<file path="src/rtl/lsfp_pkg.sv">
// lsfp_pkg: shared types and constants for the lidar scan frame parser
// no dependencies; imported by every module of the block

package lsfp_pkg;

	localparam logic [14:0] FULL_TURN_Q6   = 15'd23040;
	localparam logic [15:0] MIN_DIST_RESET = 16'd800;
	localparam logic [15:0] MAX_DIST_RESET = 16'd2000;

	localparam logic [1:0] SYNC_MASK = 2'b11;
	localparam logic [1:0] SYNC_CODE = 2'b01;

	localparam int QDEPTH = 2;
	localparam int QPTR_W = 1;
	localparam int QCNT_W = 2;

	localparam int PADDR_W = 3;

	localparam logic REG_MIN_DISTANCE = 1'b0;
	localparam logic REG_MAX_DISTANCE = 1'b1;

	typedef struct packed {
		logic [14:0] angle_raw;
		logic [15:0] distance;
		logic [5:0]  quality;
	} frame_t;

	typedef struct packed {
		logic [15:0] min_distance;
		logic [15:0] max_distance;
	} window_t;

	typedef enum logic [4:0] {
		ST_HUNT = 5'b00001,
		ST_B1   = 5'b00010,
		ST_B2   = 5'b00100,
		ST_B3   = 5'b01000,
		ST_B4   = 5'b10000
	} frame_state_t;

endpackage

</file>
<file path="src/rtl/lidar_scan_frame_parser.sv">
// lidar_scan_frame_parser: top level, config registers and part wiring
// depends on lsfp_pkg, lsfp_front, lsfp_queue, lsfp_back

// One received byte is taken per clock while full is low. A frame starts on a
// byte whose low two bits are 01 with nonzero quality bits; four more bytes
// complete it, and the sample leaves only if its distance lies in
// [min_distance, max_distance] (registers at 0x0 and 0x4, reset 800 and
// 2000). Completed frames wait in a two-entry queue before the window check,
// so full rises only when both entries and the result register are held.

module lidar_scan_frame_parser (
	input  logic                          clk,
	input  logic                          arst_n,
	input  logic                          psel,
	input  logic                          penable,
	input  logic                          pwrite,
	input  logic [lsfp_pkg::PADDR_W-1:0]  paddr,
	input  logic [31:0]                   pwdata,
	output logic [31:0]                   prdata,
	output logic                          pready,
	input  logic                          push,
	output logic                          full,
	input  logic [7:0]                    rx_byte,
	output logic                          empty,
	input  logic                          pop,
	output logic [14:0]                   angle_q6,
	output logic [15:0]                   distance_q2,
	output logic [5:0]                    quality
);
	import lsfp_pkg::*;

	window_t window_q;
	logic    cfg_wr;
	logic    reg_idx;
	logic    byte_valid;
	logic    frame_push;
	frame_t  frame_data;
	logic    q_pop;
	frame_t  q_data;
	logic    q_full;
	logic    q_empty;

	assign pready  = 1'b1;
	assign reg_idx = paddr[2];
	assign cfg_wr  = psel && penable && pwrite && pready;

	always_ff @(posedge clk or negedge arst_n) begin
		if (!arst_n) begin
			window_q.min_distance <= MIN_DIST_RESET;
			window_q.max_distance <= MAX_DIST_RESET;
		end else if (cfg_wr) begin
			unique case (reg_idx)
				REG_MIN_DISTANCE: window_q.min_distance <= pwdata[15:0];
				REG_MAX_DISTANCE: window_q.max_distance <= pwdata[15:0];
				default: ;
			endcase
		end
	end

	always_comb begin
		unique case (reg_idx)
			REG_MIN_DISTANCE: prdata = {16'd0, window_q.min_distance};
			REG_MAX_DISTANCE: prdata = {16'd0, window_q.max_distance};
			default:          prdata = '0;
		endcase
	end

	assign full       = q_full;
	assign byte_valid = push && !full;

	lsfp_front u_front (
		.clk        (clk),
		.arst_n     (arst_n),
		.byte_valid (byte_valid),
		.rx_byte    (rx_byte),
		.frame_push (frame_push),
		.frame_data (frame_data)
	);

	lsfp_queue u_queue (
		.clk       (clk),
		.arst_n    (arst_n),
		.push      (frame_push),
		.push_data (frame_data),
		.pop       (q_pop),
		.pop_data  (q_data),
		.full      (q_full),
		.empty     (q_empty)
	);

	lsfp_back u_back (
		.clk         (clk),
		.arst_n      (arst_n),
		.window      (window_q),
		.q_empty     (q_empty),
		.q_data      (q_data),
		.q_pop       (q_pop),
		.pop         (pop),
		.empty       (empty),
		.angle_q6    (angle_q6),
		.distance_q2 (distance_q2),
		.quality     (quality)
	);

endmodule

</file>
<file path="src/rtl/lsfp_front.sv">
// lsfp_front: hunts for the sync byte and gathers five-byte frames
// depends on lsfp_pkg; hands complete raw frames to lsfp_queue

module lsfp_front (
	input  logic            clk,
	input  logic            arst_n,
	input  logic            byte_valid,
	input  logic [7:0]      rx_byte,
	output logic            frame_push,
	output lsfp_pkg::frame_t frame_data
);
	import lsfp_pkg::*;

	frame_state_t state_q;
	logic [5:0]   quality_q;
	logic [7:0]   b1_q;
	logic [7:0]   b2_q;
	logic [7:0]   b3_q;
	logic         sync_hit;

	assign sync_hit = ((rx_byte[1:0] & SYNC_MASK) == SYNC_CODE) && (rx_byte[7:2] != 6'd0);

	always_ff @(posedge clk or negedge arst_n) begin
		if (!arst_n) begin
			state_q <= ST_HUNT;
		end else if (byte_valid) begin
			unique case (state_q)
				ST_HUNT: begin
					if (sync_hit) begin
						state_q <= ST_B1;
					end
				end
				ST_B1:   state_q <= ST_B2;
				ST_B2:   state_q <= ST_B3;
				ST_B3:   state_q <= ST_B4;
				ST_B4:   state_q <= ST_HUNT;
				default: state_q <= ST_HUNT;
			endcase
		end
	end

	always_ff @(posedge clk) begin
		if (byte_valid) begin
			if (state_q == ST_HUNT && sync_hit) begin
				quality_q <= rx_byte[7:2];
			end
			if (state_q == ST_B1) begin
				b1_q <= rx_byte;
			end
			if (state_q == ST_B2) begin
				b2_q <= rx_byte;
			end
			if (state_q == ST_B3) begin
				b3_q <= rx_byte;
			end
		end
	end

	// last byte completes the frame
	assign frame_push            = byte_valid && (state_q == ST_B4);
	assign frame_data.angle_raw  = {b2_q, b1_q[7:1]};
	assign frame_data.distance   = {rx_byte, b3_q};
	assign frame_data.quality    = quality_q;

`ifndef SYNTH
	a_push_ends_frame: assert property (@(posedge clk) disable iff (!arst_n)
		frame_push |=> state_q == ST_HUNT)
		else $error("frame push did not return to hunting");
	a_push_after_four: assert property (@(posedge clk) disable iff (!arst_n)
		frame_push |-> $past(state_q) == ST_B3 || $past(state_q) == ST_B4)
		else $error("frame push without preceding bytes");
	a_quality_nonzero: assert property (@(posedge clk) disable iff (!arst_n)
		frame_push |-> quality_q != 6'd0)
		else $error("frame pushed with zero quality");
`endif

endmodule

</file>
<file path="src/rtl/lsfp_queue.sv">
// lsfp_queue: short queue of raw frames between framing and filtering
// depends on lsfp_pkg for the frame type and depth

module lsfp_queue (
	input  logic             clk,
	input  logic             arst_n,
	input  logic             push,
	input  lsfp_pkg::frame_t push_data,
	input  logic             pop,
	output lsfp_pkg::frame_t pop_data,
	output logic             full,
	output logic             empty
);
	import lsfp_pkg::*;

	frame_t              mem_q [QDEPTH];
	logic [QPTR_W-1:0]   wr_ptr_q;
	logic [QPTR_W-1:0]   rd_ptr_q;
	logic [QCNT_W-1:0]   count_q;
	logic                do_push;
	logic                do_pop;

	assign full     = (count_q == QCNT_W'(QDEPTH));
	assign empty    = (count_q == '0);
	assign do_push  = push && !full;
	assign do_pop   = pop && !empty;
	assign pop_data = mem_q[rd_ptr_q];

	always_ff @(posedge clk) begin
		if (do_push) begin
			mem_q[wr_ptr_q] <= push_data;
		end
	end

	always_ff @(posedge clk or negedge arst_n) begin
		if (!arst_n) begin
			wr_ptr_q <= '0;
			rd_ptr_q <= '0;
			count_q  <= '0;
		end else begin
			if (do_push) begin
				wr_ptr_q <= wr_ptr_q + 1'b1;
			end
			if (do_pop) begin
				rd_ptr_q <= rd_ptr_q + 1'b1;
			end
			if (do_push && !do_pop) begin
				count_q <= count_q + 1'b1;
			end else if (do_pop && !do_push) begin
				count_q <= count_q - 1'b1;
			end
		end
	end

`ifndef SYNTH
	a_count_bound: assert property (@(posedge clk) disable iff (!arst_n)
		count_q <= QCNT_W'(QDEPTH))
		else $error("queue count overflow");
	a_pop_only: assert property (@(posedge clk) disable iff (!arst_n)
		do_pop && !do_push |=> count_q == $past(count_q) - 1'b1)
		else $error("queue count did not drop on pop");
	a_ptr_gap: assert property (@(posedge clk) disable iff (!arst_n)
		(wr_ptr_q - rd_ptr_q) == count_q[QPTR_W-1:0])
		else $error("queue pointers disagree with count");
`endif

endmodule

</file>
<file path="src/rtl/lsfp_back.sv">
// lsfp_back: wraps the angle, applies the distance window, holds the result
// depends on lsfp_pkg; drains lsfp_queue

module lsfp_back (
	input  logic              clk,
	input  logic              arst_n,
	input  lsfp_pkg::window_t window,
	input  logic              q_empty,
	input  lsfp_pkg::frame_t  q_data,
	output logic              q_pop,
	input  logic              pop,
	output logic              empty,
	output logic [14:0]       angle_q6,
	output logic [15:0]       distance_q2,
	output logic [5:0]        quality
);
	import lsfp_pkg::*;

	logic        out_valid_q;
	logic [14:0] angle_q;
	logic [15:0] dist_q;
	logic [5:0]  qual_q;
	logic [14:0] angle_wrap;
	logic        in_window;

	assign angle_wrap = (q_data.angle_raw >= FULL_TURN_Q6) ?
		q_data.angle_raw - FULL_TURN_Q6 : q_data.angle_raw;
	assign in_window  = (q_data.distance >= window.min_distance) &&
		(q_data.distance <= window.max_distance);

	assign q_pop = !q_empty && (!out_valid_q || pop);

	always_ff @(posedge clk or negedge arst_n) begin
		if (!arst_n) begin
			out_valid_q <= 1'b0;
		end else if (q_pop) begin
			out_valid_q <= in_window;
		end else if (pop) begin
			out_valid_q <= 1'b0;
		end
	end

	always_ff @(posedge clk) begin
		if (q_pop && in_window) begin
			angle_q <= angle_wrap;
			dist_q  <= q_data.distance;
			qual_q  <= q_data.quality;
		end
	end

	assign empty       = !out_valid_q;
	assign angle_q6    = angle_q;
	assign distance_q2 = dist_q;
	assign quality     = qual_q;

`ifndef SYNTH
	a_angle_range: assert property (@(posedge clk) disable iff (!arst_n)
		out_valid_q |-> angle_q < FULL_TURN_Q6)
		else $error("angle out of range");
	a_hold_result: assert property (@(posedge clk) disable iff (!arst_n)
		out_valid_q && !pop |=> out_valid_q && $stable(dist_q))
		else $error("pending result lost");
	a_no_overwrite: assert property (@(posedge clk) disable iff (!arst_n)
		q_pop |-> !out_valid_q || pop)
		else $error("queue drained over pending result");
`endif

endmodule
</file>
<file path="config.mk">
export PLATFORM = sky130hd
export DESIGN_NAME = lidar_scan_frame_parser
export DESIGN_NICKNAME = d
export VERILOG_FILES = /design/src/rtl/lsfp_pkg.sv /design/src/rtl/lidar_scan_frame_parser.sv /design/src/rtl/lsfp_front.sv /design/src/rtl/lsfp_queue.sv /design/src/rtl/lsfp_back.sv
export SDC_FILE = /design/constraint.sdc
export NUM_CORES = 1
export LEC_CHECK = 0
export BUFFER_PORTS_ARGS = -buffer_cell sky130_fd_sc_hd__buf_2
export CORE_MARGIN = 2
export CORE_UTILIZATION = 55
export DETAILED_ROUTE_END_ITERATION = 16
export HOLD_SLACK_MARGIN = 0.08
export MAX_ROUTING_LAYER = met4
export PLACE_DENSITY = 0.77
export SKIP_LAST_GASP = 1
export SYNTH_ARGS = -nofsm -noshare
export SYNTH_HDL_FRONTEND = slang
export SYNTH_SLANG_ARGS = --single-unit
</file>
<file path="constraint.sdc">
create_clock -name clk -period 11.28 [get_ports clk]
set_input_delay 0.564 -clock clk [delete_from_list [all_inputs] [get_ports clk]]
set_output_delay 0.564 -clock clk [all_outputs]
set_load 0.03 [all_outputs]
</file>
==> run metrics, run 1 <==
Slew HR 30.2%; Final Skew 9.79 ps; starting density of the core 55.7%; Root Driver clkbuf_16; postcts setup bufs 0; power per standard cell area 233 mW/mm^2; H-Tree Depth 4; synth top area cells edfxtp_1 (55%), dfrtp_1 (10%), mux2_2 (9.2%); max-cap viol count 0; fin crit share 32.7%; Post-CTS Hold Fix Bufs 0; commonest non-fill, non-tap cells in the layout edfxtp_1 (140), buf_2 (86), mux2_2 (63), inv_1 (35), ha_1 (34); # resized after CTS 0; Gate Count Post-Synth 502; WP data required 11440 ps; Min-Delay Path Class input pin to asynchronous set/reset pin; Post-DRT Antenna Nets 0; Synth async-reset ratio 23.1%; fraction of the yosys area taken by sequential cells 68.6%; Bufs on Longest Clock Path 2; commonest non-fill, non-tap cell in the layout edfxtp_1; Yosys cell types 47; cts bufs inserted 17; Die Ht 122 um; DP Worst Slack 7670 ps; synthesized area 0.00768 mm^2; fill count 1008; Nets 682; post-route core utilization 64.1%; vias post-DR 4353; routed vias/inst 5.50; vias in the first global route 4281; outcome complete, no violations; layout cell share with drive strength beyond 1 33.2%; Placer Congestion 0.810; final hold violations 0; # port buffers 86; Max Freq 0.271 GHz; largest net degree at the start of global routing 45; Site Rows 43; Setup WS post-layout 7590 ps; Worst Path Class, Setup register to register; Core Region 0.0138 mm^2; First-pass DRT Iterations 5; Clock transition at path regs 70 ps; DP HPWL 9.55 mm; RSZ-0062 raised after global routing false; Worst-Margin Slew 1050 ps; nature of the critical path endpoint register; Layout Cells excl Fill 791; setup TNS 0 ps; Main synth FF type edfxtp_1; Setup-failing EPs final 0; Max Slew Vio Count 0; final wirelength 13.8 mm; GRT Resource Usage Total 20.2%; GRT overflow 0; clock sink count 182; WHS 281 ps; maximum vdd ir drop 131 uV; Final Total Pwr 2.06 mW; die width 122 um; share of the synthesized area in the top cell type 54.8%; CTS tree built; Arr. time, crit path 3850 ps; Leak 3.51 nW; final instance area 0.00883 mm^2; first-pass GRT wire length 21.6 mm; Placed Instances 759; Top Ports 122; drt initial violations 315; Placed Area 0.00827 mm^2; startpoint types register; Yosys Warn Count 0; Post-synth EDFFs 140; initial antenna violation count 0; wire per inst 17.5 um; Die ar. 0.0149 mm^2; Synth Area per Inst 15.3 um^2; ant diodes 0; critical-path maximum fanout 44; post-synth top area cell edfxtp_1; synthesis-to-finish area growth 15.1%; Clock Latency Late Sink 430 ps; Tmin final 3690 ps; #FFs+latches synth 182; DRC 0
-- power breakdown --
| part | internal (mW) | switching [mW] |
|---|---|---|
| Clock | 0.309 | 0.256 |
| Combinational | 0.216 | 0.343 |
| Sequential | 0.850 | 0.0819 |
-- cell usage after synthesis, types with 4 or more instances --
cell type,number
o21ai_0,26
buf_4,17
nor2_1,6
nand4_1,6
xor2_1,4
dfstp_2,10
nand2_1,26
a21oi_1,18
inv_1,35
edfxtp_1,140
nor4_1,9
xnor2_1,5
nand3_1,4
dfrtp_1,32
mux2i_1,9
a21o_1,6
mux2_2,63
clkbuf_1,12
ha_1,34
-- final timing paths --
check                                startpoint             endpoint  slack, ps  depth (start not counted)
min in group clk                      pwdata[8]         window_q[24]        380                          2
min reg2reg                u_front.quality_q[2]  u_queue.mem_q[1][2]        450                          0
max                            u_queue.rd_ptr_q   u_back.angle_q6[1]       7590                          8
max in group asynchronous                arst_n     u_queue.rd_ptr_q      10360                          1
max reg2reg                    u_queue.rd_ptr_q   u_back.angle_q6[1]       7590                          8
min                                      arst_n         window_q[16]        280                          1
-- area by class of cell --
class / count / area (um^2) / share of cell area [%]
clock buffers: 17 / 425 / 4.82
clock inverters: 15 / 144 / 1.63
inverters: 35 / 131 / 1.49
multi-input cells: 270 / 2160 / 24.5
flip-flops and latches: 182 / 5270 / 59.6
well taps: 180 / 225 / 2.55
repair buffers: 92 / 475 / 5.38
-- state kept, by name, summed over array words and instances (netlist names) --
signal / cells
u_back.angle_q6: 15
u_back.distance_q2: 16
u_back.out_valid_q: 1
u_back.quality: 6
u_front.b1_q: 7
u_front.b2_q: 8
u_front.b3_q: 8
u_front.quality_q: 6
u_front.state_q: 5
u_queue.count_q: 2
u_queue.mem_q: 74
u_queue.rd_ptr_q: 1
u_queue.wr_ptr_q: 1
window_q: 32
-- critical path: stages (launching register included) --
cell       delay, ps
dfrtp_2         1050
mux2i_1          410
ha_1             290
nand2b_1         150
a2111oi_0        660
nor4_1           120
nor4_1           360
nor4_2           120
buf_4            250
-- routing by layer --
layer	vias up	GRT usage [%]	wire, um
li1	2025	-	-
met1	2162	24.4	5740
met2	141	32.6	7070
met3	25	4.96	709
met4	0	8.55	303
met5	-	-	0
-- cell families after synthesis --
group	count (synthesis)	share of synthesized area [%]
compound gates	63	4.79
flops	182	68.6
xor+xnor	9	1.03
fa+ha+maj	34	5.54
buf+inv	65	4.11
simple gates	74	5.20
mux	73	10.6
other cells	2	0.0978
Power figures use the tool's default switching activity.
==> run 2: changes to the inputs <==
==> constraint.sdc (replaced) <==
create_clock -name clk -period 3.52 [get_ports clk]
set_input_delay 0.176 -clock clk [delete_from_list [all_inputs] [get_ports clk]]
set_output_delay 0.176 -clock clk [all_outputs]
set_load 0.03 [all_outputs]
==> run metrics, run 2 (synthesis results as in run 1) <==
outcome complete, no violations (unchanged); startpoint types register (unchanged); Top Ports 122 (unchanged); initial antenna violation count 0 (unchanged); ant diodes 0 (unchanged); DP HPWL 9.84 mm (was 9.55 mm); critical-path maximum fanout 30 (was 44); drt initial violations 330 (was 315); Site Rows 43 (unchanged); Slowest-stage cell, CP dfrtp_2 (unchanged); WHS 113 ps (was 281 ps); Clock transition at path regs 70 ps (about the same); Die Ht 122 um (unchanged); First-pass DRT Iterations 4 (was 5); largest net degree at the start of global routing 43 (was 45); Crit path depth 9 (was 8); clock share of power 25.9% (was 27.5%); Layout Cells excl Fill 825 (was 791); Bufs on Longest Clock Path 2 (unchanged); Root Driver clkbuf_16 (unchanged); CTS tree built (unchanged); Min-Delay Path Class input pin to register (was input pin to asynchronous set/reset pin); Post-DRT Antenna Nets 0 (unchanged); Core Region 0.0138 mm^2 (unchanged); CP dominant cell by count nor4_2 (was nor4_1); max-cap viol count 0 (unchanged); Placer Congestion 0.864 (was 0.810); Final Skew 9.90 ps (was 9.79 ps); final hold violations 0 (unchanged); DRC 0 (unchanged); GRT Resource Usage Total 21.0% (was 20.2%); power per standard cell area 726 mW/mm^2 (was 233 mW/mm^2); Slew HR 33.9% (was 30.2%); CP top delay family flip-flops (unchanged); net switching power 2.25 mW (was 0.681 mW); Nets 716 (was 682); Worst-Margin Slew 987 ps (was 1050 ps); met3 wire len 717 um (was 709 um); starting density of the core 55.7% (unchanged); die width 122 um (unchanged); fin crit share 93.3% (was 32.7%); Crit path largest cell delay 680 ps (was 1050 ps); WP data required 3700 ps (was 11440 ps); vias in the first global route 4316 (was 4281); Worst Path Class, Setup register to register (unchanged); max reg flops 74 (unchanged); fill count 974 (was 1008); clock sink count 182 (unchanged); Max Slew Vio Count 0 (unchanged); R2R Path Start u_queue.rd_ptr_q (unchanged); Clock Latency Late Sink 430 ps (about the same); Tmin final 3290 ps (was 3690 ps); final instance area 0.00924 mm^2 (was 0.00883 mm^2); final wirelength 14.6 mm (was 13.8 mm); R2R cell count 9 (was 8); FF-to-FF End u_back.angle_q6[13] (was u_back.angle_q6[1]); Max Freq 0.304 GHz (was 0.271 GHz); Arr. time, crit path 3460 ps (was 3850 ps); uppermost layer routed met4 (unchanged); first-pass GRT wire length 22.3 mm (was 21.6 mm); # port buffers 86 (unchanged); layout cell share with drive strength beyond 1 34.4% (was 33.2%); worst-path cell chain mux2i_1, ha_1, nand2b_1, a2111oi_1, nor4_2, nor4_2, nor4_4, buf_4, buf_12 (was mux2i_1, ha_1, nand2b_1, a2111oi_0, nor4_1, nor4_1, nor4_2, buf_4); CP bufs+invs 2 (was 1); R2R setup slack 230 ps (was 7590 ps); Placed Instances 764 (was 759); wl on met1 6.27 mm (was 5.74 mm); Crit. Startpoint u_queue.rd_ptr_q (unchanged); Comb pwr share 30.3% (was 27.2%); internal power 4.46 mW (was 1.37 mW); Worst setup endpoint u_back.angle_q6[13] (was u_back.angle_q6[1]); nature of the critical path endpoint register (unchanged); GRT overflow 0 (unchanged); routed vias/inst 5.40 (was 5.50); post-route core utilization 67.1% (was 64.1%); cts bufs inserted 17 (unchanged); sw frac 33.5% (was 33.1%); H-Tree Depth 4 (unchanged); Leak 3.68 nW (was 3.51 nW); largest reg by FF count u_queue.mem_q (unchanged); vias post-DR 4458 (was 4353); synthesis-to-finish area growth 20.3% (was 15.1%); maximum vdd ir drop 394 uV (was 131 uV); sequential power share 43.8% (was 45.3%); commonest non-fill, non-tap cells in the layout edfxtp_1 (140), buf_2 (86), mux2_2 (61), inv_1 (35), dfrtp_1 (31) (was edfxtp_1 (140), buf_2 (86), mux2_2 (63), inv_1 (35), ha_1 (34)); RSZ-0062 raised after global routing false (unchanged); Setup-failing EPs final 0 (unchanged); commonest non-fill, non-tap cell in the layout edfxtp_1 (unchanged); Die ar. 0.0149 mm^2 (unchanged); Placed Area 0.00841 mm^2 (was 0.00827 mm^2); metal2 WL 7.39 mm (was 7.07 mm); wire per inst 17.7 um (was 17.5 um)
-- run 2: cell count changes in the layout (fill, tap and decap cells not counted), sizes merged --
cell / delta
buf: +11
clkbuf: +1
clkinvlp: -2
bufinv: -1
clkinv: +2
dlygate4sd3: +23
-- run 2: final cells by class --
cell class | count | area, um^2 | area share (%)
clock buffers | 18 | 429 | 4.65
clock inverters | 14 | 116 | 1.26
inverters | 35 | 131 | 1.42
multi-input cells | 270 | 2260 | 24.5
flip-flops and latches | 182 | 5270 | 57.0
well taps | 180 | 225 | 2.44
repair buffers | 126 | 801 | 8.67
-- run 2: repair_timing --
action / 4_1_cts / 5_1_grt
resized for setup: 0 / 1
endpoints found under the hold margin: 87 / 3
setup endpoints to repair: 0 / 30
buffers inserted: 0 / 6
hold buffers: 22 / 1
-- run 2: power by group through the flow --
stage	sequential (mW)	clock (mW)	combinational, mW
after floorplan	3.15	0	1.32
after global routing	2.97	1.86	2.20
final	2.94	1.74	2.03
after global placement	2.96	0	1.87
after detailed placement	2.97	0	1.94
after CTS	2.93	1.77	1.98
-- run 2: metal layers --
metal  up-vias  track usage (%)
met1      2197             26.0
met5         -                -
li1       2101                -
met3        21             5.38
met2       139             33.7
met4         0             7.47
-- run 2: worst register-to-register path, stage by stage (launching register included) --
cell and delay, ps:
dfrtp_2 680, mux2i_1 430, ha_1 290, nand2b_1 140, a2111oi_1 590, nor4_2 120, nor4_2 310, nor4_4 90
buf_4 190, buf_12 190
-- run 2: worst min-delay path by stage --
stage                               to  cells after the start       start  slack, ps
global route           u_front.b2_q[2]                      1  rx_byte[2]        100
CTS                    u_front.b1_q[1]                      1  rx_byte[1]        100
detailed placement         window_q[3]                      1      arst_n        380
finish                 u_front.b1_q[2]                      1  rx_byte[2]        110
floorplan           u_back.out_valid_q                      0      arst_n       -120
global placement          window_q[19]                      1      arst_n        350
-- run 2: per-stage QoR --
stage               power [mW]  worst slack (ps)  TNS, ps
floorplan                 4.47              -110    -4060
global placement          4.82               286        0
detailed placement        4.91               210        0
CTS                       6.68               172        0
global route              7.03              10.1        0
finish                    6.70               234        0
